<file path="src/hdl/icmper_pkg.sv">
`timescale 1ns / 1ps

package icmper_pkg;

   typedef enum logic [1:0] {
      ACT_BYTE = 2'd0,
      ACT_TICK = 2'd1,
      ACT_SENT = 2'd2,
      ACT_NONE = 2'd3
   } action_type;

   typedef enum logic [1:0] {
      VERDICT_DROP   = 2'd0,
      VERDICT_REPLY  = 2'd1,
      VERDICT_MATCH  = 2'd2,
      VERDICT_IGNORE = 2'd3
   } verdict_type;

   typedef enum logic {
      KIND_VERDICT = 1'b0,
      KIND_REQUEST = 1'b1
   } kind_type;

   typedef enum logic {
      CSR_PING_ACTIVE = 1'b0,
      CSR_PING_ID     = 1'b1
   } csr_index_type;

   localparam logic [7:0]  TYPE_ECHO_REPLY   = 8'd0;
   localparam logic [7:0]  TYPE_ECHO_REQUEST = 8'd8;
   localparam logic [15:0] REQUEST_TYPE_CODE = {TYPE_ECHO_REQUEST, 8'h00};
   localparam logic [15:0] SUM_GOOD          = 16'hFFFF;
   localparam int          MIN_MSG_BYTES     = 8;

   typedef struct packed {
      kind_type    kind;
      verdict_type verdict;
      logic [15:0] checksum;
      logic [31:0] rtt_ticks;
      logic [31:0] sent_count;
      logic [31:0] reply_count;
      logic        reply_flag;
   } result_type;

   // one's-complement add with end-around carry
   function automatic logic [15:0] oc_add(input logic [15:0] a, input logic [15:0] b);
      logic [16:0] s;
      s = {1'b0, a} + {1'b0, b};
      return s[15:0] + {15'd0, s[16]};
   endfunction

   // folded sum of the request payload pattern (byte i holds i & 0xFF);
   // only evaluated at elaboration
   function automatic logic [15:0] pattern_sum(input int n_bytes);
      logic [15:0] s;
      logic [7:0]  hi;
      logic [7:0]  lo;
      s = 16'd0;
      for (int i = 0; i < n_bytes; i += 2) begin
         hi = 8'(i);
         lo = (i + 1 < n_bytes) ? 8'(i + 1) : 8'd0;
         s  = oc_add(s, {hi, lo});
      end
      return s;
   endfunction

endpackage

</file>
<file path="src/hdl/icmp_echo_responder.sv">
`timescale 1ns / 1ps

// ICMP echo responder and ping tracker.
// req_ channel: one transaction per cycle at most. action selects a message
// byte (data_byte, last_byte), a timer tick, or an "echo request sent" event
// (echo_id, echo_seq). Message bytes build the one's-complement sum and the
// header fields; the last byte yields a verdict transaction on rsp_.
// A sent event yields a request checksum transaction; ticks yield nothing.
// rsp_ channel: each result is registered in the output register (or the skid
// register while that one waits), carrying the status counters after that step.
// Throughput is one transaction per cycle while req_ready is high: all per-item
// work is a single combinational pass (three chained 16-bit end-around adds)
// into the state and output registers. A skid register behind the output
// register lets req_ keep accepting while one result waits; req_ready drops
// only while both are full, and a stalled rsp_ holds its payload.
// csr_ writes (index 0 ping_active, 1 ping_id) take effect at the next edge.
// reset (synchronous) clears all counters, the message state, the session
// registers and both result slots.
module icmp_echo_responder #(
   parameter int MTU_BYTES     = 1500,
   parameter int PATTERN_BYTES = 32
) (
   input  logic        clock,
   input  logic        reset,
   input  logic        req_valid,
   output logic        req_ready,
   input  logic [1:0]  req_action,
   input  logic [7:0]  req_data_byte,
   input  logic        req_last_byte,
   input  logic [15:0] req_echo_id,
   input  logic [15:0] req_echo_seq,
   output logic        rsp_valid,
   input  logic        rsp_ready,
   output logic        rsp_kind,
   output logic [1:0]  rsp_verdict,
   output logic [15:0] rsp_checksum_out,
   output logic [31:0] rsp_rtt_ticks,
   output logic [31:0] rsp_sent_count,
   output logic [31:0] rsp_reply_count,
   output logic        rsp_reply_flag,
   input  logic        csr_write_en,
   input  logic        csr_index,
   input  logic [15:0] csr_write_data
);
   import icmper_pkg::*;

   // byte counter saturates at MTU_BYTES + 1
   localparam int              CNT_W   = $clog2(MTU_BYTES + 2);
   localparam logic [CNT_W-1:0] MTU_CNT = CNT_W'(MTU_BYTES);
   localparam logic [CNT_W-1:0] OVR_CNT = CNT_W'(MTU_BYTES + 1);
   localparam logic [CNT_W-1:0] MIN_CNT = CNT_W'(MIN_MSG_BYTES);
   localparam logic [15:0]      PAT_SUM = pattern_sum(PATTERN_BYTES);

   // session registers
   logic        ping_active_ff;
   logic [15:0] ping_id_ff;

   // per-message state
   logic [CNT_W-1:0] byte_count_ff, byte_count_in;
   logic [15:0] running_sum_ff, running_sum_in;
   logic [7:0]  pending_high_ff, pending_high_in;
   logic [7:0]  msg_type_ff, msg_type_in;
   logic [7:0]  msg_code_ff, msg_code_in;
   logic [15:0] msg_checksum_ff, msg_checksum_in;
   logic [15:0] msg_ident_ff, msg_ident_in;

   // ping tracking
   logic [31:0] tick_count_ff, tick_count_in;
   logic [31:0] send_stamp_ff, send_stamp_in;
   logic [31:0] sent_total_ff, sent_total_in;
   logic [31:0] reply_total_ff, reply_total_in;
   logic [31:0] last_rtt_ff, last_rtt_in;
   logic        reply_seen_ff, reply_seen_in;

   // result slots: output register plus skid
   logic       out_valid_ff;
   logic       skid_valid_ff;
   result_type out_ff;
   result_type skid_ff;

   logic        req_fire;
   logic        rsp_fire;
   logic        push;
   result_type  new_rsp;
   logic [15:0] msg_total;
   logic [15:0] req_sum;
   action_type  action;
   verdict_type verdict;

   assign req_ready = !skid_valid_ff;
   assign req_fire  = req_valid && req_ready;
   assign rsp_fire  = out_valid_ff && rsp_ready;
   assign action    = action_type'(req_action);

   // request checksum: header 0x0800, id, seq, then the pattern folded up front
   assign req_sum = oc_add(oc_add(oc_add(REQUEST_TYPE_CODE, req_echo_id), req_echo_seq),
                           PAT_SUM);

   always_comb begin
      byte_count_in   = byte_count_ff;
      running_sum_in  = running_sum_ff;
      pending_high_in = pending_high_ff;
      msg_type_in     = msg_type_ff;
      msg_code_in     = msg_code_ff;
      msg_checksum_in = msg_checksum_ff;
      msg_ident_in    = msg_ident_ff;
      tick_count_in   = tick_count_ff;
      send_stamp_in   = send_stamp_ff;
      sent_total_in   = sent_total_ff;
      reply_total_in  = reply_total_ff;
      last_rtt_in     = last_rtt_ff;
      reply_seen_in   = reply_seen_ff;
      push            = 1'b0;
      verdict         = VERDICT_IGNORE;
      msg_total       = 16'd0;
      new_rsp         = '0;

      if (req_fire) begin
         unique case (action)
            ACT_BYTE: begin
               if (byte_count_ff < MTU_CNT) begin
                  if (byte_count_ff == CNT_W'(0)) msg_type_in = req_data_byte;
                  else if (byte_count_ff == CNT_W'(1)) msg_code_in = req_data_byte;
                  else if (byte_count_ff == CNT_W'(2))
                     msg_checksum_in = {req_data_byte, 8'h00};
                  else if (byte_count_ff == CNT_W'(3))
                     msg_checksum_in = {msg_checksum_ff[15:8], req_data_byte};
                  else if (byte_count_ff == CNT_W'(4))
                     msg_ident_in = {req_data_byte, 8'h00};
                  else if (byte_count_ff == CNT_W'(5))
                     msg_ident_in = {msg_ident_ff[15:8], req_data_byte};

                  // words from byte 4 on; an odd last byte is zero padded
                  if (!byte_count_ff[0]) begin
                     pending_high_in = req_data_byte;
                     if (byte_count_ff >= CNT_W'(4) && req_last_byte)
                        running_sum_in = oc_add(running_sum_ff, {req_data_byte, 8'h00});
                  end else if (byte_count_ff >= CNT_W'(4)) begin
                     running_sum_in = oc_add(running_sum_ff, {pending_high_ff, req_data_byte});
                  end
                  byte_count_in = byte_count_ff + CNT_W'(1);
               end else begin
                  byte_count_in = OVR_CNT;
               end

               if (req_last_byte) begin
                  msg_total = oc_add(oc_add(running_sum_in, {msg_type_in, msg_code_in}),
                                     msg_checksum_in);
                  new_rsp.checksum = 16'd0;
                  if (byte_count_in < MIN_CNT || byte_count_in > MTU_CNT
                      || msg_total != SUM_GOOD) begin
                     verdict = VERDICT_DROP;
                  end else if (msg_type_in == TYPE_ECHO_REQUEST) begin
                     // reply differs only in the type byte, which is outside running_sum
                     verdict = VERDICT_REPLY;
                     new_rsp.checksum = ~running_sum_in;
                  end else if (msg_type_in == TYPE_ECHO_REPLY && ping_active_ff
                               && msg_ident_in == ping_id_ff) begin
                     verdict        = VERDICT_MATCH;
                     reply_total_in = reply_total_ff + 32'd1;
                     last_rtt_in    = tick_count_ff - send_stamp_ff;
                     reply_seen_in  = 1'b1;
                  end else begin
                     verdict = VERDICT_IGNORE;
                  end
                  push            = 1'b1;
                  new_rsp.kind    = KIND_VERDICT;
                  new_rsp.verdict = verdict;
                  // message done: start the next one clean
                  byte_count_in   = '0;
                  running_sum_in  = 16'd0;
                  pending_high_in = 8'd0;
                  msg_type_in     = 8'd0;
                  msg_code_in     = 8'd0;
                  msg_checksum_in = 16'd0;
                  msg_ident_in    = 16'd0;
               end
            end
            ACT_TICK: begin
               tick_count_in = tick_count_ff + 32'd1;
            end
            ACT_SENT: begin
               send_stamp_in    = tick_count_ff;
               sent_total_in    = sent_total_ff + 32'd1;
               push             = 1'b1;
               new_rsp.kind     = KIND_REQUEST;
               new_rsp.verdict  = VERDICT_DROP;
               new_rsp.checksum = ~req_sum;
            end
            ACT_NONE: begin
            end
            default: begin
            end
         endcase
      end

      new_rsp.rtt_ticks   = last_rtt_in;
      new_rsp.sent_count  = sent_total_in;
      new_rsp.reply_count = reply_total_in;
      new_rsp.reply_flag  = reply_seen_in;
   end

   always_ff @(posedge clock) begin
      if (reset) begin
         ping_active_ff  <= 1'b0;
         ping_id_ff      <= 16'd0;
         byte_count_ff   <= '0;
         running_sum_ff  <= 16'd0;
         pending_high_ff <= 8'd0;
         msg_type_ff     <= 8'd0;
         msg_code_ff     <= 8'd0;
         msg_checksum_ff <= 16'd0;
         msg_ident_ff    <= 16'd0;
         tick_count_ff   <= 32'd0;
         send_stamp_ff   <= 32'd0;
         sent_total_ff   <= 32'd0;
         reply_total_ff  <= 32'd0;
         last_rtt_ff     <= 32'd0;
         reply_seen_ff   <= 1'b0;
      end else begin
         if (csr_write_en) begin
            unique case (csr_index_type'(csr_index))
               CSR_PING_ACTIVE: ping_active_ff <= csr_write_data[0];
               CSR_PING_ID:     ping_id_ff     <= csr_write_data;
               default: begin
               end
            endcase
         end
         byte_count_ff   <= byte_count_in;
         running_sum_ff  <= running_sum_in;
         pending_high_ff <= pending_high_in;
         msg_type_ff     <= msg_type_in;
         msg_code_ff     <= msg_code_in;
         msg_checksum_ff <= msg_checksum_in;
         msg_ident_ff    <= msg_ident_in;
         tick_count_ff   <= tick_count_in;
         send_stamp_ff   <= send_stamp_in;
         sent_total_ff   <= sent_total_in;
         reply_total_ff  <= reply_total_in;
         last_rtt_ff     <= last_rtt_in;
         reply_seen_ff   <= reply_seen_in;
      end
   end

   // output register and skid; no push happens while skid is full
   always_ff @(posedge clock) begin
      if (reset) begin
         out_valid_ff  <= 1'b0;
         skid_valid_ff <= 1'b0;
      end else if (skid_valid_ff) begin
         if (rsp_fire) begin
            out_ff        <= skid_ff;
            skid_valid_ff <= 1'b0;
         end
      end else if (push) begin
         if (!out_valid_ff || rsp_fire) begin
            out_ff       <= new_rsp;
            out_valid_ff <= 1'b1;
         end else begin
            skid_ff       <= new_rsp;
            skid_valid_ff <= 1'b1;
         end
      end else if (rsp_fire) begin
         out_valid_ff <= 1'b0;
      end
   end

   assign rsp_valid        = out_valid_ff;
   assign rsp_kind         = out_ff.kind;
   assign rsp_verdict      = out_ff.verdict;
   assign rsp_checksum_out = out_ff.checksum;
   assign rsp_rtt_ticks    = out_ff.rtt_ticks;
   assign rsp_sent_count   = out_ff.sent_count;
   assign rsp_reply_count  = out_ff.reply_count;
   assign rsp_reply_flag   = out_ff.reply_flag;

endmodule
</file>
<file path="config.mk">
export PLATFORM = sky130hd
export DESIGN_NAME = icmp_echo_responder
export DESIGN_NICKNAME = d
export VERILOG_FILES = /design/src/hdl/icmper_pkg.sv /design/src/hdl/icmp_echo_responder.sv
export SDC_FILE = /design/constraint.sdc
export NUM_CORES = 1
export LEC_CHECK = 0
export ABC_AREA = 1
export BUFFER_PORTS_ARGS = -buffer_cell sky130_fd_sc_hd__buf_4
export CAP_MARGIN = 20
export CORE_AREA = 5 5 298 300
export CTS_BUF_LIST = sky130_fd_sc_hd__clkbuf_8
export CTS_CLUSTER_SIZE = 25
export DETAILED_ROUTE_END_ITERATION = 10
export DIE_AREA = 0 0 303 305
export GPL_ROUTABILITY_DRIVEN = 0
export PLACE_DENSITY_LB_ADDON = 0.3
export SYNTH_ARGS = -nofsm -noshare
export SYNTH_HDL_FRONTEND = slang
export SYNTH_SLANG_ARGS = --single-unit
</file>
<file path="constraint.sdc">
create_clock -name clock -period 12.2 [get_ports clock]
set_clock_uncertainty 0.05 [all_clocks]
set_input_delay 1.22 -clock clock [delete_from_list [all_inputs] [get_ports clock]]
set_output_delay 1.22 -clock clock [all_outputs]
set_load 0.005 [all_outputs]
</file>
# After elaboration in Yosys (flattened, before gate mapping)
# Cells that the tools add are included.
# totals
regBits,495
inputBits,65
out_inout_bits,118
wordCells,184
# op_classes
add_sub_neg,19
order_cmp,4
eq_ne,13
n_mux,85
n_bitwise,6
reduce_logical,26
# ops
operator,n
116-bit 2-to-1 mux,4
32-bit 2-to-1 mux,14
16-bit 2-to-1 mux,25
8-bit 2-to-1 mux,16
16-bit by 1-bit adder with 16-bit output,7
32-bit by 1-bit adder with 32-bit output (second input constant),3
16-bit by 16-bit adder with 17-bit output,5
11-bit 2-to-1 mux,4
19-bit one-hot mux with 2 select lines,1
16-bit inverter,2
32-bit subtractor,1
11-bit by 2-bit == test with 1-bit output (second input constant),2
11-bit by 3-bit == test with 1-bit output (second input constant),2
19-bit 2-to-1 mux,1
18-bit 2-to-1 mux,1
12-bit by 16-bit adder with 17-bit output (first input constant),1
16-bit by 16-bit adder with 17-bit output (second input constant),1
16-bit == test,1
1-bit 2-to-1 mux,16
16-bit inequality test (second input constant),1
4-bit AND reduction,3
11-bit by 1-bit adder with 11-bit output (second input constant),1
11-bit by 1-bit == test with 1-bit output (second input constant),1
11-bit by 3-bit >= comparator with 1-bit output (second input constant),1
20 further kinds,39

# Depth between registers and ports, before layout
# logic_depth
ltp_word,21
depth_mapped,77
ltp_nobuf,77

# Least setup slack after synthesis
# Ideal clock, no wire load.
# synth_path
path_kind,input to register
start,input req_data_byte[0]
end,register out_ff (netlist bit rsp_reply_count[2]) (data pin)
setup_time_ps,264
t_arrival_ps,9830
t_required_ps,11886
path_slack_ps,2056
path_stages,71
path_buffers,1
cell_sequence,ha_1 > inv_1 > fa_1 > inv_1 > nand2_1 > a21oi_1 > nand2_1 > nand2_1 > nand4_1 > nand2_1 > a21oi_1 > o21bai_1 > ha_1 > ha_1 > nor3b_1 > nand2_1 > nor2_1 > nand2_1 > [... 35 more ...] > ha_1 > ha_1 > inv_1 > nor2_1 > nand2_1 > nor2_2 > nand2_2 > nor2_1 > nand2_1 > o21ai_2 > nand4_2 > nor2_4 > nand3_4 > nor2_8 > buf_4 > nand2_1 > xor2_1 > o21ai_1
# synth_via
elab_chain_cells,20
elab_cells_between_ends,55
classes_between,add/sub: 8; eq/ne: 3; mux: 40; reduce/logical: 4
# synth_rtl
element,line,rtl
"start, declared",icmp_echo_responder.sv:28,"input logic [7:0] req_data_byte,"
16-bit by 16-bit adder with 17-bit output / 8-bit 2-to-1 mux (equally long branches),"icmper_pkg.sv:48, icmp_echo_responder.sv:130",
16-bit by 1-bit adder with 16-bit output / 16-bit 2-to-1 mux (equally long branches),"icmper_pkg.sv:49, icmp_echo_responder.sv:128",
"16-bit 2-to-1 mux, on equally long branches","icmp_echo_responder.sv:136, icmp_echo_responder.sv:126, icmp_echo_responder.sv:138",
"16-bit 2-to-1 mux, on equally long branches","icmp_echo_responder.sv:134, icmp_echo_responder.sv:124",
"16-bit 2-to-1 mux, on equally long branches","icmp_echo_responder.sv:121, icmp_echo_responder.sv:123",
"16-bit 2-to-1 mux, on equally long branches","icmp_echo_responder.sv:119, icmp_echo_responder.sv:122",
"16-bit 2-to-1 mux, on equally long branches","icmp_echo_responder.sv:118, icmp_echo_responder.sv:121",
16-bit by 16-bit adder with 17-bit output / 16-bit 2-to-1 mux (equally long branches),"icmper_pkg.sv:48, icmp_echo_responder.sv:119",
[... 4 more ...],n/a,
1-bit logical OR / 32-bit 2-to-1 mux (equally long branches),"icmp_echo_responder.sv:151, icmp_echo_responder.sv:153",
32-bit 2-to-1 mux *,icmp_echo_responder.sv:150,if (byte_count_in < MIN_CNT || byte_count_in > MTU_CNT
32-bit 2-to-1 mux *,icmp_echo_responder.sv:146,if (req_last_byte) begin
32-bit 2-to-1 mux *,icmp_echo_responder.sv:119,unique case (action)
32-bit 2-to-1 mux *,icmp_echo_responder.sv:118,if (req_fire) begin
116-bit 2-to-1 mux *,icmp_echo_responder.sv:256,if (!out_valid_ff || rsp_fire) begin
116-bit 2-to-1 mux *,icmp_echo_responder.sv:255,end else if (push) begin
116-bit 2-to-1 mux *,icmp_echo_responder.sv:250,end else if (skid_valid_ff) begin
"end signal, assigned",icmp_echo_responder.sv:252,out_ff <= skid_ff;
"end signal, assigned",icmp_echo_responder.sv:257,out_ff <= new_rsp;
"end, declared",icmp_echo_responder.sv:78,result_type out_ff;
# Every way passes the cells marked *; elsewhere a longest branch is shown, timed or not. The select of a mux whose other input is x is not followed.
# A chain may end at the register's enable or synchronous reset.

# Worst setup path after layout
# layout_path
start,input req_data_byte[1]
end,register out_ff (netlist bit rsp_rtt_ticks[16]) (data pin)
# The elaborated chain is that of the path after synthesis.

==> reports/qor.yml <==
cts:
  clkSlewWorstSetupHoldPaths_ns: 0.06
  cts_buffers: 87
  cts_tree: "done"
  cts_sinks: 495
  htreeDepth: 3
  cts_max_path_buffers: 3
  postCtsSetupRepairBufs: 0
  clk_latency_ns: 0.72
  cts-root-buf: "clkbuf_8"
setup_path:
  cp_num_buf_inv: 9
  max_stage_delay_ns: 0.48
  rr_startpoint: "running_sum_ff[0]$_SDFFE_PP0P_"
  start_kind: "input pin"
  startpoint: "req_data_byte[1]"
  r2r_slack_ns: 1.45
  cpLargestDelayFamily: "simple AND/OR/NAND/NOR gates"
  critPathKind: "input pin to flip-flop"
  cp-end-kind: "flip-flop"
  reg2reg_to: "rsp_rtt_ticks[16]$_DFFE_PP_"
  crit_cells: 71
  cp-endpoint: "rsp_rtt_ticks[16]$_DFFE_PP_"
  worst-r2r-cell-count: 71
  timing.critical_path.mode_cell: "nand2_1"
  cp_slowest_cell: "fa_1"
  critPathRequiredTime_ns: 12.55
  worstPathArrival_ns: 11.35
  critPathMaxFanout: 29
sta:
  layout_worst_path_cycle_share_pct: 90.2
  setup-tns-final_ns: 0
  fin_hold_ws_ns: 0.404
  slew_headroom_pct: 30.3
  tightest_slew_ns: 1.04
  finalHoldViolations: 0
  setup-violations-final: 0
  slew_viol_final: 0
  layout_setup_ws_ns: 1.19
  rsz0062_at_grt: "no"
  max_freq_mhz: 90.9
  min_period_ns: 11.01
min_path:
  hold_class: "flip-flop to flip-flop"
run_status:
  outcome: "finished, final reports clean"
layout:
  finish.utilization_pct: 39.6
  drive_gt1_share_pct: 10.0
  area_growth_pct: 14.7
  final_design_area_no_fill_um2: 34100
  fill_cells: 9067
  final_cells: 5483
  final_nets: 4457
routing:
  wl_met3_um: 4490
  post_drt_via_cell_ratio: 4.83
  top_layer: "met4"
  wl_met1_um: 39500
  dr_wl_met2_um: 37100
  routedWlPerCell_um: 15.2
  dr.pass1.iters: 7
  drtIter0Drc: 1860
  ant_nets: 0
  drt-total-wl_um: 83300
  drcViolationCount: 0
  routed-via-count: 26457
synth:
  syn_area_um2: 29700
  avgSynthCellArea_um2: 7.29
  synth_edf_count: 232
  synthCells: 4071
  ys.warnings.count: 0
  synth_fp_nets: 4271
  ys_types: 63
  ys_ff_latch: 495
  synthFlopType: "dfxtp_1"
  synthArstFlopShare_pct: 0
  ys_seq_area_share_pct: 41.2
place:
  dp.cells: 5322
  place_ws_ns: 0.391
  hpwl_um: 61300
  port_buffers: 182
  dpl_cell_area_um2: 32300
power_and_ir_drop:
  ir_drop_mv: 0.0624
  p_sw_share_pct: 28.0
  comb_power_share_pct: 12.3
  intPower_mw: 2.71
  power_density_nw_per_um2: 110
  p_total_mw: 3.76
  seqPwrFrac_pct: 47.0
  net-switching-power_mw: 1.05
  p_leak_nw: 14.8
  p_clk_share_pct: 40.8
floorplan:
  io_pins: 183
  die_w_um: 303
  start_util_pct: 34.6
  dieArea_um2: 92400
  rows: 108
  die_height_um: 305
  core_region_area_um2: 85900
global_routing:
  antenna_found_initial: 2
  overflow: 0
  grt_pass1_wl_um: 132000
  grt_pass1_vias: 24554
  grt_max_degree: 92
  grt_use_total_pct: 17.6
job:
  cap_violations: 0
[tightest hold or removal path: stages (launching register included)]
cell     delay, ns
dfxtp_1       0.29
inv_1         0.06
a21oi_1       0.05
[cells in the mapped netlist, types with 4 or more instances]
master,number,area (µm²)
buf_2,9,45.0
buf_1,6,22.5
a31oi_1,13,81.3
dfxtp_1,263,5270
o21ai_1,51,255
ha_1,129,1610
nand2_1,1080,4050
o21bai_1,16,120
fa_1,6,120
inv_2,19,71.3
nor2_2,9,56.3
nand2_2,14,87.6
xnor2_1,35,307
nor3_1,68,340
a21oi_1,292,1460
o21ai_0,217,1090
o21ai_2,12,105
nor2_4,8,90.1
o22ai_1,6,37.5
o211ai_1,6,45.0
nor2_1,380,1430
o21a_1,6,45.0
buf_4,4,30.0
edfxtp_1,232,6970
nor4_1,23,144
xor2_1,100,876
inv_1,565,2120
or2_2,25,156
nand3b_1,17,128
nor3b_1,4,30.0
clkbuf_1,87,327
nand4_1,69,432
nand3_1,249,1250
[how the worst min path moves through the flow]
stage                                                 to  slack, ns  cells past startpoint                           start
final                     send_stamp_ff[11]$_SDFFE_PP0P_       0.40                      2  send_stamp_ff[11]$_SDFFE_PP0P_
after global routing        msg_ident_ff[3]$_SDFFE_PP0P_       0.43                      2    msg_ident_ff[3]$_SDFFE_PP0P_
after CTS                 send_stamp_ff[17]$_SDFFE_PP0P_       0.41                      2  send_stamp_ff[17]$_SDFFE_PP0P_
after detailed placement  send_stamp_ff[22]$_SDFFE_PP0P_       0.40                      2  send_stamp_ff[22]$_SDFFE_PP0P_
after global placement    send_stamp_ff[22]$_SDFFE_PP0P_       0.39                      2  send_stamp_ff[22]$_SDFFE_PP0P_
after floorplan           send_stamp_ff[10]$_SDFFE_PP0P_       0.38                      2  send_stamp_ff[10]$_SDFFE_PP0P_
[per-layer routing]
metal / GRT usage, % / vias to the layer above
li1: - / 13654
met1: 24.7 / 12056
met2: 27.8 / 608
met3: 2.66 / 139
met4: 5.72 / 0
met5: 0 / -
[power groups by stage]
stage               registers, mW  logic, mW  clock network, mW
finish                       1.77      0.462               1.53
global route                 1.77      0.523               1.66
floorplan                    1.80      0.310                  0
detailed placement           1.80      0.458                  0
global placement             1.80      0.458                  0
CTS                          1.77      0.461               1.59
[registers in the layout (all words and copies together) (netlist names), 32 cells and up]
signal,cells
sent_total_ff,32
send_stamp_ff,32
last_rtt_ff,32
rsp_sent_count,32
tick_count_ff,32
skid_ff,116
rsp_reply_count,32
reply_total_ff,32
rsp_rtt_ticks,32
[cells by family after synthesis]
| kind of cell | count (synthesis) | share of synthesized area [%] |
|---|---|---|
| adders and majority gates | 135 | 5.84 |
| xor gates and xnor gates | 137 | 4.09 |
| and+or+nand+nor | 1968 | 28.4 |
| muxes | 1 | 0.0337 |
| DFF | 495 | 41.2 |
| AOI/OAI and AO/OA | 639 | 11.5 |
| buffers and inverters | 696 | 8.96 |
[cell usage in the layout, fill, tap and decap left out, drive strengths merged, types with 3 or more instances in the layout]
master / instances
fa: 6
ha: 129
dfxtp: 263
nor3b: 4
clkinv: 16
nor3: 70
o21a: 6
o211ai: 6
and2: 3
xnor2: 36
edfxtp: 232
xor2: 101
nand3: 253
or2: 27
buf: 206
inv: 625
a31oi: 13
nand2: 1095
clkbuf: 101
o22ai: 6
a221oi: 3
a21oi: 293
o21ai: 280
o21bai: 16
o221ai: 3
nor2: 399
nand3b: 17
nand4: 71
a21o: 3
and3: 3
nor4: 24
[layout make-up]
type	instances	area (µm²)	area share (%)
well taps	1155	1450	4.24
inverters	587	2200	6.47
diodes	2	5.00	0.0147
repair buffers	206	1600	4.68
clock inverters	57	340	0.999
clock buffers	101	1390	4.08
multi-input cells	2880	14800	43.6
flip-flops and latches	495	12200	35.9
[what timing repair did]
| item | in CTS | in global routing |
|---|---|---|
| hold buffers | 0 | 0 |
| gates resized for setup | 0 | 3 |
| endpoints found under the setup margin | 0 | 179 |
| endpoints found under the hold margin | 0 | 0 |
No activity file was read; power rests on OpenSTA's default activity.
